===== src/rtl/core/tswr_pkg.sv =====
package tswr_pkg;

    localparam logic [1:0] CMD_PUSH = 2'd0;
    localparam logic [1:0] CMD_ACK  = 2'd1;
    localparam logic [1:0] CMD_TICK = 2'd2;

    localparam logic [1:0] KIND_NEW    = 2'd0;
    localparam logic [1:0] KIND_RETX   = 2'd1;
    localparam logic [1:0] KIND_STATUS = 2'd2;

    localparam logic [1:0] REG_ISN  = 2'd0;
    localparam logic [1:0] REG_IRTO = 2'd1;
    localparam logic [1:0] REG_MAXP = 2'd2;

    localparam logic [5:0]  MAX_OUT       = 6'd32;
    localparam logic [19:0] IRTO_RESET    = 20'd1000;
    localparam logic [9:0]  MAXP_RESET    = 10'd1000;
    localparam logic [31:0] HALF_SPACE    = 32'h8000_0000;

    typedef struct packed {
        logic [1:0]  cmd;
        logic [23:0] bytes_available;
        logic        stream_finished;
        logic        stream_error;
        logic [31:0] ackno;
        logic        ackno_valid;
        logic [15:0] adv_window;
        logic        peer_reset;
        logic [31:0] elapsed_ms;
    } t_in_item;

    typedef struct packed {
        logic [1:0]  kind;
        logic [31:0] seqno;
        logic        syn_flag;
        logic        fin_flag;
        logic        rst_flag;
        logic [9:0]  payload_len;
        logic [15:0] in_flight;
        logic [7:0]  retx_count;
        logic        last;
    } t_out_item;

    typedef enum logic [1:0] {
        OP_PUSH,
        OP_ACK,
        OP_TICK,
        OP_NONE
    } t_op;

    typedef struct packed {
        t_op      op;
        t_in_item item;
    } t_req;

    typedef struct packed {
        logic vld;
        t_req req;
    } t_fq;

    typedef struct packed {
        logic [63:0] abs_seq;
        logic [9:0]  payload;
        logic        syn;
        logic        fin;
        logic        rst;
    } t_seg;

    typedef enum logic [3:0] {
        ST_IDLE,
        ST_PUSH,
        ST_ACK_A,
        ST_ACK_B,
        ST_ACK_RD,
        ST_ACK_CHK,
        ST_ACK_END,
        ST_TICK_A,
        ST_TICK_B,
        ST_TICK_EMIT,
        ST_STATUS
    } t_state;

endpackage


===== src/rtl/core/tswr_if.sv =====
interface tswr_req_if import tswr_pkg::*; ();
    logic     valid;
    logic     ready;
    t_in_item data;
    modport source(output valid, output data, input ready);
    modport sink(input valid, input data, output ready);
endinterface

interface tswr_res_if import tswr_pkg::*; ();
    logic      valid;
    logic      ready;
    t_out_item data;
    modport source(output valid, output data, input ready);
    modport sink(input valid, input data, output ready);
endinterface


===== src/rtl/core/tswr_ram.sv =====
module tswr_ram #(
    parameter int WIDTH = 8,
    parameter int DEPTH = 32
) (
    input  logic                     i_clk,
    input  logic                     i_we,
    input  logic [$clog2(DEPTH)-1:0] i_waddr,
    input  logic [WIDTH-1:0]         i_wdata,
    input  logic                     i_re,
    input  logic [$clog2(DEPTH)-1:0] i_raddr,
    output logic [WIDTH-1:0]         o_rdata
);
    logic [WIDTH-1:0] r_mem [DEPTH];
    logic [WIDTH-1:0] r_rdata;

    always_ff @(posedge i_clk) begin
        if (i_we) begin
            r_mem[i_waddr] <= i_wdata;
        end
        if (i_re) begin
            r_rdata <= r_mem[i_raddr];
        end
    end

    assign o_rdata = r_rdata;
endmodule


===== src/rtl/core/tswr_front.sv =====
module tswr_front import tswr_pkg::*; (
    input  logic       i_clk,
    input  logic       i_rst_n,
    tswr_req_if.sink   i_req,
    output t_fq        o_fq,
    input  logic       i_pop
);
    t_req       r_buf [2];
    logic       r_wptr, n_wptr;
    logic       r_rptr, n_rptr;
    logic [1:0] r_cnt, n_cnt;
    logic       push;
    t_req       cls;

    // Decode the command once here so the back end only sees operations.
    always_comb begin
        cls.item = i_req.data;
        case (i_req.data.cmd)
            CMD_PUSH: cls.op = OP_PUSH;
            CMD_ACK:  cls.op = OP_ACK;
            CMD_TICK: cls.op = OP_TICK;
            default:  cls.op = OP_NONE;
        endcase
    end

    assign i_req.ready = (r_cnt != 2'd2);
    assign push        = i_req.valid && i_req.ready;
    assign o_fq.vld    = (r_cnt != 2'd0);
    assign o_fq.req    = r_buf[r_rptr];

    always_comb begin
        n_wptr = push ? ~r_wptr : r_wptr;
        n_rptr = (i_pop && o_fq.vld) ? ~r_rptr : r_rptr;
        n_cnt  = r_cnt + {1'b0, push} - {1'b0, i_pop && o_fq.vld};
    end

    always_ff @(posedge i_clk) begin
        if (!i_rst_n) begin
            r_wptr <= 1'b0;
            r_rptr <= 1'b0;
            r_cnt  <= 2'd0;
        end else begin
            r_wptr <= n_wptr;
            r_rptr <= n_rptr;
            r_cnt  <= n_cnt;
        end
        if (push) begin
            r_buf[r_wptr] <= cls;
        end
    end
endmodule


===== src/rtl/core/tswr_back.sv =====
module tswr_back import tswr_pkg::*; #(
    parameter int QUEUE_DEPTH = 32
) (
    input  logic        i_clk,
    input  logic        i_rst_n,
    input  logic        i_cfg_we,
    input  logic [1:0]  i_cfg_idx,
    input  logic [31:0] i_cfg_data,
    input  t_fq         i_fq,
    output logic        o_pop,
    tswr_res_if.source  o_res
);
    localparam int AW = $clog2(QUEUE_DEPTH);
    localparam int FW = $clog2(QUEUE_DEPTH + 1);
    localparam logic [FW-1:0] FULL = FW'(QUEUE_DEPTH);
    localparam logic [AW-1:0] LAST_IDX = AW'(QUEUE_DEPTH - 1);

    t_state      r_state, n_state;
    t_req        r_req, n_req;
    logic [31:0] r_isn, n_isn;
    logic [19:0] r_irto, n_irto;
    logic [9:0]  r_maxp, n_maxp;
    logic [63:0] r_next, n_next;
    logic [63:0] r_acked, n_acked;
    logic [16:0] r_outst, n_outst;
    logic [15:0] r_win, n_win;
    logic        r_syn_done, n_syn_done;
    logic        r_fin_done, n_fin_done;
    logic        r_err, n_err;
    logic        r_ton, n_ton;
    logic [31:0] r_tcnt, n_tcnt;
    logic [31:0] r_rto, n_rto;
    logic [7:0]  r_retx, n_retx;
    logic [AW-1:0] r_head, n_head;
    logic [AW-1:0] r_tail, n_tail;
    logic [FW-1:0] r_fill, n_fill;
    logic [16:0] r_infl, n_infl;
    logic [23:0] r_rem, n_rem;
    logic [5:0]  r_n, n_n;
    logic [63:0] r_a, n_a;
    logic        r_fresh, n_fresh;
    logic        r_ovld, n_ovld;
    t_out_item   r_odata, n_odata;

    logic        ram_we, ram_re;
    t_seg        ram_wdata, ram_rdata;
    logic        can_emit;

    // Segment cutting for the current push step.
    logic [16:0] eff, space, pl0, infl_n;
    logic [9:0]  pl1, pl;
    logic [23:0] rem_n;
    logic        seg_syn, seg_fin, cond, more;
    logic [10:0] seg_len;
    logic [FW-1:0] fill_n;
    logic [5:0]  cnt_n;

    // Ack unwrapping against the next sequence number.
    logic [31:0] off, nlo, nhi, d_up, d_dn;
    logic [63:0] cand;
    logic [32:0] tsum;
    logic [63:0] head_end;
    logic [10:0] head_len;

    tswr_ram #(.WIDTH($bits(t_seg)), .DEPTH(QUEUE_DEPTH)) u_segq (
        .i_clk   (i_clk),
        .i_we    (ram_we),
        .i_waddr (r_tail),
        .i_wdata (ram_wdata),
        .i_re    (ram_re),
        .i_raddr (r_head),
        .o_rdata (ram_rdata)
    );

    assign can_emit    = !r_ovld || o_res.ready;
    assign o_res.valid = r_ovld;
    assign o_res.data  = r_odata;

    always_comb begin
        eff     = (r_win == 16'd0) ? 17'd1 : {1'b0, r_win};
        cond    = (r_infl < eff) && (r_fill < FULL) && (r_n < MAX_OUT);
        space   = eff - r_infl;
        seg_syn = !r_syn_done;
        pl0     = space - {16'd0, seg_syn};
        pl1     = (pl0 > {7'd0, r_maxp}) ? r_maxp : pl0[9:0];
        pl      = ({14'd0, pl1} > r_rem) ? r_rem[9:0] : pl1;
        rem_n   = r_rem - {14'd0, pl};
        seg_fin = !r_fin_done && r_req.item.stream_finished && (rem_n == 24'd0)
                  && ({7'd0, pl} + {16'd0, seg_syn} < space);
        seg_len = {1'b0, pl} + {10'd0, seg_syn} + {10'd0, seg_fin};
        infl_n  = r_infl + {6'd0, seg_len};
        fill_n  = r_fill + FW'(1);
        cnt_n   = r_n + 6'd1;
        // Another segment follows only if it would carry payload or a FIN.
        more    = !seg_fin && (infl_n < eff) && (fill_n < FULL) && (cnt_n < MAX_OUT)
                  && (((r_maxp != 10'd0) && (rem_n != 24'd0))
                      || (!r_fin_done && r_req.item.stream_finished
                          && (rem_n == 24'd0)));

        ram_wdata.abs_seq = r_next;
        ram_wdata.payload = pl;
        ram_wdata.syn     = seg_syn;
        ram_wdata.fin     = seg_fin;
        ram_wdata.rst     = r_err || r_req.item.stream_error;

        off  = r_req.item.ackno - r_isn;
        nlo  = r_next[31:0];
        nhi  = r_next[63:32];
        d_up = off - nlo;
        d_dn = nlo - off;
        if ((off > nlo) && (d_up > HALF_SPACE) && (nhi != 32'd0)) begin
            cand = {nhi - 32'd1, off};
        end else if ((off < nlo) && (d_dn > HALF_SPACE)) begin
            cand = {nhi + 32'd1, off};
        end else begin
            cand = {nhi, off};
        end

        tsum     = {1'b0, r_tcnt} + {1'b0, r_req.item.elapsed_ms};
        head_len = {1'b0, ram_rdata.payload} + {10'd0, ram_rdata.syn}
                   + {10'd0, ram_rdata.fin};
        head_end = ram_rdata.abs_seq + {53'd0, head_len};
    end

    always_comb begin
        n_state = r_state;  n_req = r_req;  n_isn = r_isn;  n_irto = r_irto;
        n_maxp = r_maxp;  n_next = r_next;  n_acked = r_acked;  n_outst = r_outst;
        n_win = r_win;  n_syn_done = r_syn_done;  n_fin_done = r_fin_done;
        n_err = r_err;  n_ton = r_ton;  n_tcnt = r_tcnt;  n_rto = r_rto;
        n_retx = r_retx;  n_head = r_head;  n_tail = r_tail;  n_fill = r_fill;
        n_infl = r_infl;  n_rem = r_rem;  n_n = r_n;  n_a = r_a;  n_fresh = r_fresh;
        n_ovld = r_ovld && !o_res.ready;
        n_odata = r_odata;
        o_pop = 1'b0;
        ram_we = 1'b0;
        ram_re = 1'b0;

        if (i_cfg_we) begin
            case (i_cfg_idx)
                REG_ISN:  n_isn = i_cfg_data;
                REG_IRTO: n_irto = i_cfg_data[19:0];
                REG_MAXP: n_maxp = i_cfg_data[9:0];
                default: ;
            endcase
        end

        case (r_state)
            ST_IDLE: begin
                if (i_fq.vld) begin
                    o_pop  = 1'b1;
                    n_req  = i_fq.req;
                    n_infl = r_next[16:0] - r_acked[16:0];
                    n_rem  = i_fq.req.item.bytes_available;
                    n_n    = 6'd0;
                    case (i_fq.req.op)
                        OP_PUSH: n_state = ST_PUSH;
                        OP_ACK:  n_state = ST_ACK_A;
                        OP_TICK: n_state = ST_TICK_A;
                        default: n_state = ST_STATUS;
                    endcase
                end
            end
            ST_PUSH: begin
                if (!cond || (seg_len == 11'd0)) begin
                    n_state = ST_STATUS;
                end else if (can_emit) begin
                    ram_we     = 1'b1;
                    n_tail     = (r_tail == LAST_IDX) ? '0 : r_tail + AW'(1);
                    n_fill     = fill_n;
                    n_outst    = r_outst + {6'd0, seg_len};
                    n_next     = r_next + {53'd0, seg_len};
                    n_infl     = infl_n;
                    n_rem      = rem_n;
                    n_n        = cnt_n;
                    n_syn_done = 1'b1;
                    n_fin_done = r_fin_done || seg_fin;
                    if (!r_ton) begin
                        n_ton  = 1'b1;
                        n_tcnt = 32'd0;
                    end
                    n_ovld              = 1'b1;
                    n_odata.kind        = KIND_NEW;
                    n_odata.seqno       = r_next[31:0] + r_isn;
                    n_odata.syn_flag    = seg_syn;
                    n_odata.fin_flag    = seg_fin;
                    n_odata.rst_flag    = ram_wdata.rst;
                    n_odata.payload_len = pl;
                    n_odata.in_flight   = n_outst[15:0];
                    n_odata.retx_count  = r_retx;
                    n_odata.last        = !more;
                    if (!more) begin
                        n_state = ST_IDLE;
                    end
                end
            end
            ST_ACK_A: begin
                if (r_req.item.peer_reset) begin
                    n_err   = 1'b1;
                    n_state = ST_STATUS;
                end else begin
                    n_win = r_req.item.adv_window;
                    n_a   = cand;
                    n_state = r_req.item.ackno_valid ? ST_ACK_B : ST_STATUS;
                end
            end
            ST_ACK_B: begin
                if (r_a > r_next) begin
                    n_state = ST_STATUS;
                end else begin
                    n_fresh = (r_a > r_acked);
                    if (r_a > r_acked) begin
                        n_acked = r_a;
                    end
                    n_state = ST_ACK_RD;
                end
            end
            ST_ACK_RD: begin
                if (r_fill == '0) begin
                    n_state = ST_ACK_END;
                end else begin
                    ram_re  = 1'b1;
                    n_state = ST_ACK_CHK;
                end
            end
            ST_ACK_CHK: begin
                if (head_end > r_acked) begin
                    n_state = ST_ACK_END;
                end else begin
                    n_outst = r_outst - {6'd0, head_len};
                    n_head  = (r_head == LAST_IDX) ? '0 : r_head + AW'(1);
                    n_fill  = r_fill - FW'(1);
                    n_state = ST_ACK_RD;
                end
            end
            ST_ACK_END: begin
                if (r_fresh) begin
                    n_rto  = {12'd0, r_irto};
                    n_retx = 8'd0;
                    n_ton  = (r_fill != '0);
                    if (r_fill != '0) begin
                        n_tcnt = 32'd0;
                    end
                end
                n_state = ST_STATUS;
            end
            ST_TICK_A: begin
                n_tcnt  = tsum[32] ? 32'hFFFF_FFFF : tsum[31:0];
                n_state = ST_TICK_B;
            end
            ST_TICK_B: begin
                if (r_ton && (r_tcnt >= r_rto) && (r_fill != '0)) begin
                    ram_re  = 1'b1;
                    n_state = ST_TICK_EMIT;
                end else begin
                    n_state = ST_STATUS;
                end
            end
            ST_TICK_EMIT: begin
                if (can_emit) begin
                    if (r_win != 16'd0) begin
                        if (r_retx != 8'hFF) begin
                            n_retx = r_retx + 8'd1;
                        end
                        n_rto = r_rto[31] ? 32'hFFFF_FFFF : {r_rto[30:0], 1'b0};
                    end
                    n_tcnt              = 32'd0;
                    n_ton               = 1'b1;
                    n_ovld              = 1'b1;
                    n_odata.kind        = KIND_RETX;
                    n_odata.seqno       = ram_rdata.abs_seq[31:0] + r_isn;
                    n_odata.syn_flag    = ram_rdata.syn;
                    n_odata.fin_flag    = ram_rdata.fin;
                    n_odata.rst_flag    = ram_rdata.rst;
                    n_odata.payload_len = ram_rdata.payload;
                    n_odata.in_flight   = r_outst[15:0];
                    n_odata.retx_count  = n_retx;
                    n_odata.last        = 1'b1;
                    n_state             = ST_IDLE;
                end
            end
            ST_STATUS: begin
                if (can_emit) begin
                    n_ovld              = 1'b1;
                    n_odata.kind        = KIND_STATUS;
                    n_odata.seqno       = r_next[31:0] + r_isn;
                    n_odata.syn_flag    = 1'b0;
                    n_odata.fin_flag    = 1'b0;
                    n_odata.rst_flag    = r_err || r_req.item.stream_error;
                    n_odata.payload_len = 10'd0;
                    n_odata.in_flight   = r_outst[15:0];
                    n_odata.retx_count  = r_retx;
                    n_odata.last        = 1'b1;
                    n_state             = ST_IDLE;
                end
            end
            default: n_state = ST_IDLE;
        endcase
    end

    always_ff @(posedge i_clk) begin
        if (!i_rst_n) begin
            r_state    <= ST_IDLE;
            r_isn      <= 32'd0;
            r_irto     <= IRTO_RESET;
            r_maxp     <= MAXP_RESET;
            r_next     <= 64'd0;
            r_acked    <= 64'd0;
            r_outst    <= 17'd0;
            r_win      <= 16'd1;
            r_syn_done <= 1'b0;
            r_fin_done <= 1'b0;
            r_err      <= 1'b0;
            r_ton      <= 1'b0;
            r_tcnt     <= 32'd0;
            r_rto      <= {12'd0, IRTO_RESET};
            r_retx     <= 8'd0;
            r_head     <= '0;
            r_tail     <= '0;
            r_fill     <= '0;
            r_ovld     <= 1'b0;
        end else begin
            r_state    <= n_state;
            r_isn      <= n_isn;
            r_irto     <= n_irto;
            r_maxp     <= n_maxp;
            r_next     <= n_next;
            r_acked    <= n_acked;
            r_outst    <= n_outst;
            r_win      <= n_win;
            r_syn_done <= n_syn_done;
            r_fin_done <= n_fin_done;
            r_err      <= n_err;
            r_ton      <= n_ton;
            r_tcnt     <= n_tcnt;
            r_rto      <= n_rto;
            r_retx     <= n_retx;
            r_head     <= n_head;
            r_tail     <= n_tail;
            r_fill     <= n_fill;
            r_ovld     <= n_ovld;
        end
        r_req   <= n_req;
        r_infl  <= n_infl;
        r_rem   <= n_rem;
        r_n     <= n_n;
        r_a     <= n_a;
        r_fresh <= n_fresh;
        r_odata <= n_odata;
    end

`ifndef SYNTHESIS
    a_fill_bound: assert property (@(posedge i_clk) disable iff (!i_rst_n)
        r_fill <= FULL) else $error("segment queue overfilled");
    a_ack_order: assert property (@(posedge i_clk) disable iff (!i_rst_n)
        r_acked <= r_next) else $error("acknowledged point passed next sequence");
    a_empty_ptrs: assert property (@(posedge i_clk) disable iff (!i_rst_n)
        (r_fill == '0) |-> (r_head == r_tail)) else $error("empty queue with split pointers");
    a_empty_outst: assert property (@(posedge i_clk) disable iff (!i_rst_n)
        (r_fill == '0) |-> (r_outst == 17'd0)) else $error("outstanding count without segments");
`endif
endmodule


===== src/rtl/core/tcp_sender_window_retransmit_top.sv =====
// TCP sender control with a sliding window and retransmission timeout backoff.
// Requests are taken into a two-entry queue and run one at a time by a back-end
// sequencer that owns the window state and the retransmit segment queue (a RAM
// of QUEUE_DEPTH headers with one write and one registered read port). A push
// emits one segment per step until the window, queue or stream is used up; an
// ack first handles a peer reset and the window, then checks the ackno against
// the sent data, then reads and checks each queue head in turn, retiring the
// acknowledged ones; a tick adds the elapsed time, then checks the timer and may
// emit one retransmission; anything else returns a status. A step that emits
// stalls while a result waits on the output. Every request returns one or more
// results, the final one marked last. Results sit in an output register, so the
// back end keeps working while the front still accepts requests. Configuration
// must be written by the user only while idle; the block does not enforce it.
module tcp_sender_window_retransmit_top import tswr_pkg::*; #(
    parameter int QUEUE_DEPTH = 32
) (
    input  logic        i_clk,
    input  logic        i_rst_n,
    input  logic        i_cfg_we,
    input  logic [1:0]  i_cfg_idx,
    input  logic [31:0] i_cfg_data,
    tswr_req_if.sink    i_req,
    tswr_res_if.source  o_res
);
    t_fq  fq;
    logic pop;

    tswr_front u_front (
        .i_clk   (i_clk),
        .i_rst_n (i_rst_n),
        .i_req   (i_req),
        .o_fq    (fq),
        .i_pop   (pop)
    );

    tswr_back #(.QUEUE_DEPTH(QUEUE_DEPTH)) u_back (
        .i_clk      (i_clk),
        .i_rst_n    (i_rst_n),
        .i_cfg_we   (i_cfg_we),
        .i_cfg_idx  (i_cfg_idx),
        .i_cfg_data (i_cfg_data),
        .i_fq       (fq),
        .o_pop      (pop),
        .o_res      (o_res)
    );
endmodule


===== src/flat_wrapper.sv =====
// flat-port wrapper written by rule: the top's interface ports become plain ports
module tcp_sender_window_retransmit_top_flat import tswr_pkg::*;
#(
    parameter int QUEUE_DEPTH = 32
)
  (i_clk, i_rst_n, i_cfg_we, i_cfg_idx, i_cfg_data, i_req_valid, i_req_data, i_req_ready, o_res_valid, o_res_data, o_res_ready);
  tswr_req_if i_req_i ();
  tswr_res_if o_res_i ();
  input  logic i_clk;
  input  logic i_rst_n;
  input  logic i_cfg_we;
  input  logic [1:0] i_cfg_idx;
  input  logic [31:0] i_cfg_data;
  input wire logic [$bits(i_req_i.valid)-1:0] i_req_valid;
  input wire logic [$bits(i_req_i.data)-1:0] i_req_data;
  output wire logic [$bits(i_req_i.ready)-1:0] i_req_ready;
  output wire logic [$bits(o_res_i.valid)-1:0] o_res_valid;
  output wire logic [$bits(o_res_i.data)-1:0] o_res_data;
  input wire logic [$bits(o_res_i.ready)-1:0] o_res_ready;
  assign i_req_i.valid = i_req_valid;
  assign i_req_i.data = i_req_data;
  assign i_req_ready = i_req_i.ready;
  assign o_res_valid = o_res_i.valid;
  assign o_res_data = o_res_i.data;
  assign o_res_i.ready = o_res_ready;
  tcp_sender_window_retransmit_top #(.QUEUE_DEPTH(QUEUE_DEPTH)) u_core (.i_clk(i_clk), .i_rst_n(i_rst_n), .i_cfg_we(i_cfg_we), .i_cfg_idx(i_cfg_idx), .i_cfg_data(i_cfg_data), .i_req(i_req_i), .o_res(o_res_i));
endmodule

===== config.mk =====
export PLATFORM = sky130hd
export DESIGN_NAME = tcp_sender_window_retransmit_top_flat
export DESIGN_NICKNAME = d
export VERILOG_FILES = /design/src/rtl/core/tswr_pkg.sv /design/src/rtl/core/tswr_if.sv /design/src/rtl/core/tswr_ram.sv /design/src/rtl/core/tswr_front.sv /design/src/rtl/core/tswr_back.sv /design/src/rtl/core/tcp_sender_window_retransmit_top.sv /design/src/flat_wrapper.sv
export SDC_FILE = /design/constraint.sdc
export NUM_CORES = 2
export LEC_CHECK = 0
export BUFFER_PORTS_ARGS = -buffer_cell sky130_fd_sc_hd__buf_2
export CAP_MARGIN = 20
export CORE_AREA = 2 2 580 582
export CTS_CLUSTER_SIZE = 10
export DETAILED_ROUTE_END_ITERATION = 7
export DIE_AREA = 0 0 582 584
export GPL_ROUTABILITY_DRIVEN = 0
export PLACE_DENSITY = 0.71
export SLEW_MARGIN = 20
export SYNTH_ARGS = -nofsm -noshare
export SYNTH_HDL_FRONTEND = slang
export SYNTH_SLANG_ARGS = --single-unit

===== constraint.sdc =====
create_clock -name i_clk -period 19.96 [get_ports i_clk]
set_input_delay 1.996 -clock i_clk [delete_from_list [all_inputs] [get_ports i_clk]]
set_output_delay 1.996 -clock i_clk [all_outputs]
set_load 0.005 [all_outputs]

* Yosys cells after proc, flatten, opt, wreduce, memory -nomap -nowiden *
Memories as Yosys holds them, arrays and structs flattened. A register that Yosys moved wholly into a read port is not among the register bits.
Index checks and enable logic that the tools add are counted.
Widths: inputs -> output; s select.

storage, ports and cells
  RAM bits = 2688
  bits of input ports = 149
  memories kept = 2
  output and inout port bits = 74
  flip-flop bits (word level) = 592
  word-level logic and storage cells = 285

memories
  name                        depth  bits a word  read ports  clocked after Yosys merged registers in  wr ports  RTL line         RTL
  u_core.u_back.u_segq.r_mem  32     77           1           1                                        1         tswr_ram.sv:13   logic [WIDTH-1:0] r_mem [DEPTH];
  u_core.u_front.r_buf        2      112          1           1                                        1         tswr_front.sv:8  t_req r_buf [2];

cells by class
  equality and inequality tests = 33
  add/sub/neg operators = 30
  reduce and logical (&&, ||, !) cells = 69
  muxes and demuxes = 85
  order comparisons = 17
  bitwise logic cells = 6

operators with widths
  operator               number
  $mux 32                11
  $mux 72                4
  $pmux 72 s3            1
  $gt 64x64->1           3
  $add 64x11->64         2
  $mux 64                2
  $pmux 32 s4            1
  $mux 17                6
  $sub 32x32->32         3
  $mux 24                3
  $pmux 17 s2            2
  $add 32x32->32         2
  $gt 32x32->1 const B   2
  $pmux 32 s2            1
  $pmux 24 s2            1
  $pmux 4 s10            1
  $mux 6                 6
  $add 17x11->17         2
  $lt 17x16->1           2
  $add 10x1->11          3
  $add 32x32->33         1
  $add 32x1->32 const B  1
  $ge 32x32->1           1
  $gt 32x32->1           1
  other kinds (66)       178

* Longest topological paths before layout *
  depth in word-level cells = 23
  mapped depth = 83

* Modules after synthesis *
A second synthesis with hierarchy kept.

second synthesis, totals
  cell total of the unflattened synthesis = 9647
  area total of the unflattened synthesis = 150144.0 sq um

by module, submodules not included
  module      times used  area an instance (sq um)  cells an instance  seq. area each (sq um)
  tswr_ram    1           95761.8                   3713               76303.2
  tswr_back   1           46011.6                   5555               14433.8
  tswr_front  1           8370.5                    379                6826.5

* Worst setup path after synthesis *
OpenSTA, ideal clock, no wires.

  kind = register to register
  from = reg u_core.u_back.r_win[3]
  to = mem u_core.u_back.u_segq.r_mem[13][0] (netlist bit) (enable)
  data required time = 19447 ps
  clock period less this slack = 18121 ps
  path buffers = 6
  slack = 1839 ps
  stages on the path, launching flop included = 61
  library setup time = 513 ps
  data arrival time = 17607 ps
  cells stage by stage = dfxtp_1 clkbuf_1 nor4_1 nand4_1 and2_1 ha_1 o21bai_1 a31oi_4 o2111ai_2 nand2_1 a311oi_1 a21oi_1 xnor2_1 ha_1 a21oi_1 o21ai_0 o31ai_1 a31oi_1 [... 25 more ...] o21ai_0 nand2b_1 maj3_1 a21oi_1 o31ai_1 nand4b_1 inv_1 fa_1 ha_1 nand2_1 o32ai_1 xnor2_1 a2111o_1 o21ai_2 or2_2 nor2_1 nand2_1 nor2_1

RTL lines
  what                    RTL line          RTL
  from (decl)             tswr_back.sv:26   logic [15:0] r_win, n_win;
  from (signal assigned)  tswr_back.sv:329  r_win <= n_win;
  to (decl)               tswr_ram.sv:13

==> summary.txt <==
STA
  – Max Freq: approximately 0.054 GHz
  – RSZ-0062 raised after global routing: no
  – Final setup violation count: 0
  – Clock skew: approximately 0.074 ns
  – Max-slew violation count: 0
  – Rel. slew slack: between 20% and 30%
  – Tcrit/Tclk final: ~93%
  – Actual slew at the worst max-slew pin: ~1.1 ns
  – Setup TNS Final: 0 ns
  – Final Critical Period: ~18 ns
  – Worst Slack Setup Final: between 1 and 1.5 ns
  – Final hold vios: 0

Power
  – Cell leakage power: around 0.055 uW
  – Power density over the cells: ~100 nW/um^2
  – Sequential Power Share: between 40% and 50%
  – Combinational power share: between 10% and 20%
  – Clock Power Share: 35.8%
  – Worst IR Drop VDD: between 0.09 and 0.1 mV
  – Switching share of power: between 20% and 30%
  – Psw: a little under 5000 uW
  – Internal power: approximately 13000 uW

Cells and area
  – Area occupied by multi-input gates: 49200 um^2
  – Post-route insts no fill: between 10000 and 15000
  – Filler cell count: 26500
  – Final instance area: approximately 170000 um^2
  – Share of layout cells above drive strength 1: between 10% and 20%
  – Register area: 97490 um^2
  – Final Util: around 50%
  – Area growth syn-to-layout: 12.21%
  – Final net count: roughly 11000

Routing
  – Residual DRC count: 0
  – Avg WL per Cell: ~27 um
  – Final WL: 391900 um
  – Antenna-violating nets left: 0
  – Vias: between 80000 and 90000
  – First drt pass iteration count: 7
  – Initial DRC Count: 11680
  – Vias per inst: roughly 6.1

CTS
  – Clk slew on worst S/H paths: around 0.050 ns
  – CTS tree: built
  – Clk sinks: roughly 3400
  – Max clock buf depth: 4
  – Post-CTS sizing: 0
  – TritonCTS Buffers: approximately 380
  – CTS Hold Bufs: 0
  – Root buffer cell: clkbuf_16
  – Post-CTS setup buffers: 0
  – H-tree levels: 5
  – Clock Latency Late Sink: around 0.96 ns

Critical path
  – CP Launch Type: flop
  – R2R depth: 58
  – Worst setup EP type: flop
  – Reg2reg start: u_core.u_back.r_win[7]
  – Worst EP arrival: roughly 19 ns
  – Slowest stage cell, crit path: nor2_4
  – Crit-path most repeated cell: o21a_1
  – R2r setup slk: between 1 and 1.5 ns
  – Crit Path Max Fanout: 43
  – Worst Setup Path Type: reg -> reg
  – Crit path largest cell delay: approximately 0.96 ns
  – R2R Path End: u_core.u_back.u_segq.r_mem[23][34]
  – Crit path required time: 20.54 ns

Worst hold path
  – HP Class: reg -> reg
  – Worst Hold Depth: 2
  – Hold Crit Start: u_core.u_back.r_irto[1]
  – Worst Hold Endpoint: u_core.u_back.r_irto[1]

Synthesis
  – Primary FF master, synth: edfxtp_1
  – Avg Synthesized Cell Area: between 15 and 20 um^2
  – Asr flop ratio synth: 0%
  – Post-synth top area cell: edfxtp_1
  – Post-synthesis sequential area ratio: roughly 65%
  – Synth top area cells: edfxtp_1, mux4_2, ha_1, dfxtp_1, xnor2_1
  – Syn Inst Count: 9434
  – #FFs+latches synth: 3353
  – Number of synthesized flops with an enable pin: a little over 3000
  – Synth top area share: 60.91%
  – Netlist cell types: approximately 110
  – Yosys warns: 0
  – Synth Cell Area: ~150000 um^2
  – Synthesized Nets: around 10000

Place
  – Placed Cells: between 10000 and 15000
  – Port-buffer cells: between 200 and 250
  – DP Worst Slack: slightly below 2 ns
  – Placed inst area: ~160000 um^2
  – Final HPWL DP: between 200000 and 250000 um

GRT
  – Overflow after GRT: 0
  – Grt met1 use: approximately 31%
  – Vias in the first global route: between 80000 and 90000
  – Largest net degree at the start of global routing: between 150 and 200
  – Initial antenna violation count: 28
  – GRT Total Usage: 22.62%
  – First-pass GRT wire length: 577300 um
  – Met3 Resource Use GR: under 10%
  – Grt met2 use: between 30 and 40%
  – GRT Max-Usage Layer: met2

Die
  – Die height: 584 um
  – Initial core utilization: 44.86%
  – Core Box Area: roughly 330000 um^2
  – Die footprint: about 340000 um^2
  – Row count: 212
  – IO Count: 223
  – Die Width: a little under 600 um

Run status
  – Outcome: complete, no violations

Flow run
  – # Max-Cap Violations: 0
[cells in the mapped netlist (18+ instances only)]
cell and count:
mux2_2 168, nor4_1 48, or2_2 36, o21ai_0 292, and3_1 51, nor2_1 484
clkbuf_1 297, buf_1 84, edfxtp_1 3029, mux2i_1 88, a21o_1 112, o21bai_1 61
a21boi_0 18, a211oi_1 66, xnor2_1 292, a311oi_1 23, o211ai_1 28, ha_1 559
nand2_1 522, a21oi_1 466, a31oi_1 38, nand3_1 138, or3_1 61, inv_1 433
nor3_1 122, xor2_1 103, and2_1 37, dfxtp_1 324, o21a_1 51, nor2b_1 101
nand2b_1 92, o31ai_1 30, mux4_2 770, nand4_1 112
[placed cells by master (no fill, tap or decap), types with 291 or more instances in the layout]
cell / synthesis / layout
nand2_1: 522 / 522
inv_1: 433 / 430
nor2_1: 484 / 448
edfxtp_1: 3029 / 3029
mux4_2: 770 / 770
o21ai_0: 292 / 291
xnor2_1: 292 / 291
ha_1: 559 / 559
a21oi_1: 466 / 464
clkbuf_16: 0 / 388
dfxtp_1: 324 / 301
[cells by family after synthesis]
logic type                 Yosys count  synth area share [%]
DFF                               3353                 65.25
and+or+nand+nor                   1870                 6.028
AOI/OAI and AO/OA                 1369                 5.848
muxes                             1026                 13.47
buffers and inverters              834                 2.113
adders and majority gates          583                 4.931
xor gates and xnor gates           399                 2.360
[power by group through the flow]
| stage | sequential, uW | combinational [uW] | clock, uW |
|---|---|---|---|
| final | 8220 | 3060 | 6290 |
| after global routing | 8240 | 3340 | 6640 |
| after CTS | 8210 | 2990 | 6380 |
| after detailed placement | 8350 | 2960 | 0 |
| after global placement | 8350 | 2890 | 0 |
| after floorplan | 8270 | 2180 | 0 |
[routing by layer]
layer	share of wire, %	wire length [um]
met1	40	155500
met2	48	186600
met3	9.8	38440
met4	2.9	11310
met5	0.012	46
[worst max-delay path by stage]
stage | startpoint | to | slack, ns
floorplan | u_core.u_back.r_win[3] | u_core.u_back.u_segq.r_mem[13][0] | 1.84
global placement | u_core.u_back.r_win[7] | u_core.u_back.u_segq.r_mem[23][49] | 2.31
detailed placement | u_core.u_back.r_win[7] | u_core.u_back.u_segq.r_mem[23][37] | 1.96
CTS | u_core.u_back.r_win[7] | u_core.u_back.u_segq.r_mem[23][34] | 1.86
global route | u_core.u_back.r_win[7] | u_core.u_back.u_segq.r_mem[23][34] | 0.74
finish | u_core.u_back.r_win[7] | u_core.u_back.u_segq.r_mem[23][34] | 1.47
[registers in the layout, indices dropped and copies added, names as in the netlist, 64 cells and up, named ones only]
name / flops
u_core.u_back.r_req: 84
u_core.u_back.u_segq.r_mem: 2464
u_core.u_back.r_next: 64
u_core.u_back.o_res.data: 72
u_core.u_front.r_buf: 220
u_core.u_back.u_segq.o_rdata: 77
u_core.u_back.r_acked: 64
u_core.u_back.r_a: 64
[layout make-up]
class | instances | share of cell area (%)
Clock inverter | 42 | 0.4211
Multi-Input combinational cell | 5247 | 29.36
Tap cell | 4387 | 3.276
Timing Repair Buffer | 406 | 1.659
Inverter | 440 | 0.9916
Clock buffer | 503 | 6.100
Antenna cell | 9 | 0.01344
Sequential cell | 3353 | 58.18
[stage by stage]
step | hold WS [ns] | total power [uW]
finish | 0.4641 | 17570
global route | 0.4830 | 18220
CTS | 0.4648 | 17580
detailed placement | 0.4575 | 11300
global placement | 0.4463 | 11240
floorplan | 0.4293 | 10450
[worst max-delay path, delay by kind of cell (launching register included)]
family,cells,cell delay [ns]
AND/OR/NAND/NOR,19,7.85
AO/OA/AOI/OAI,22,4.93
adder cells (fa/ha/maj),6,1.74
buffers and inverters,7,1.74
XOR/XNOR,4,1.30
flip-flops,1,0.46
No activity file was read; power rests on OpenSTA's default activity.
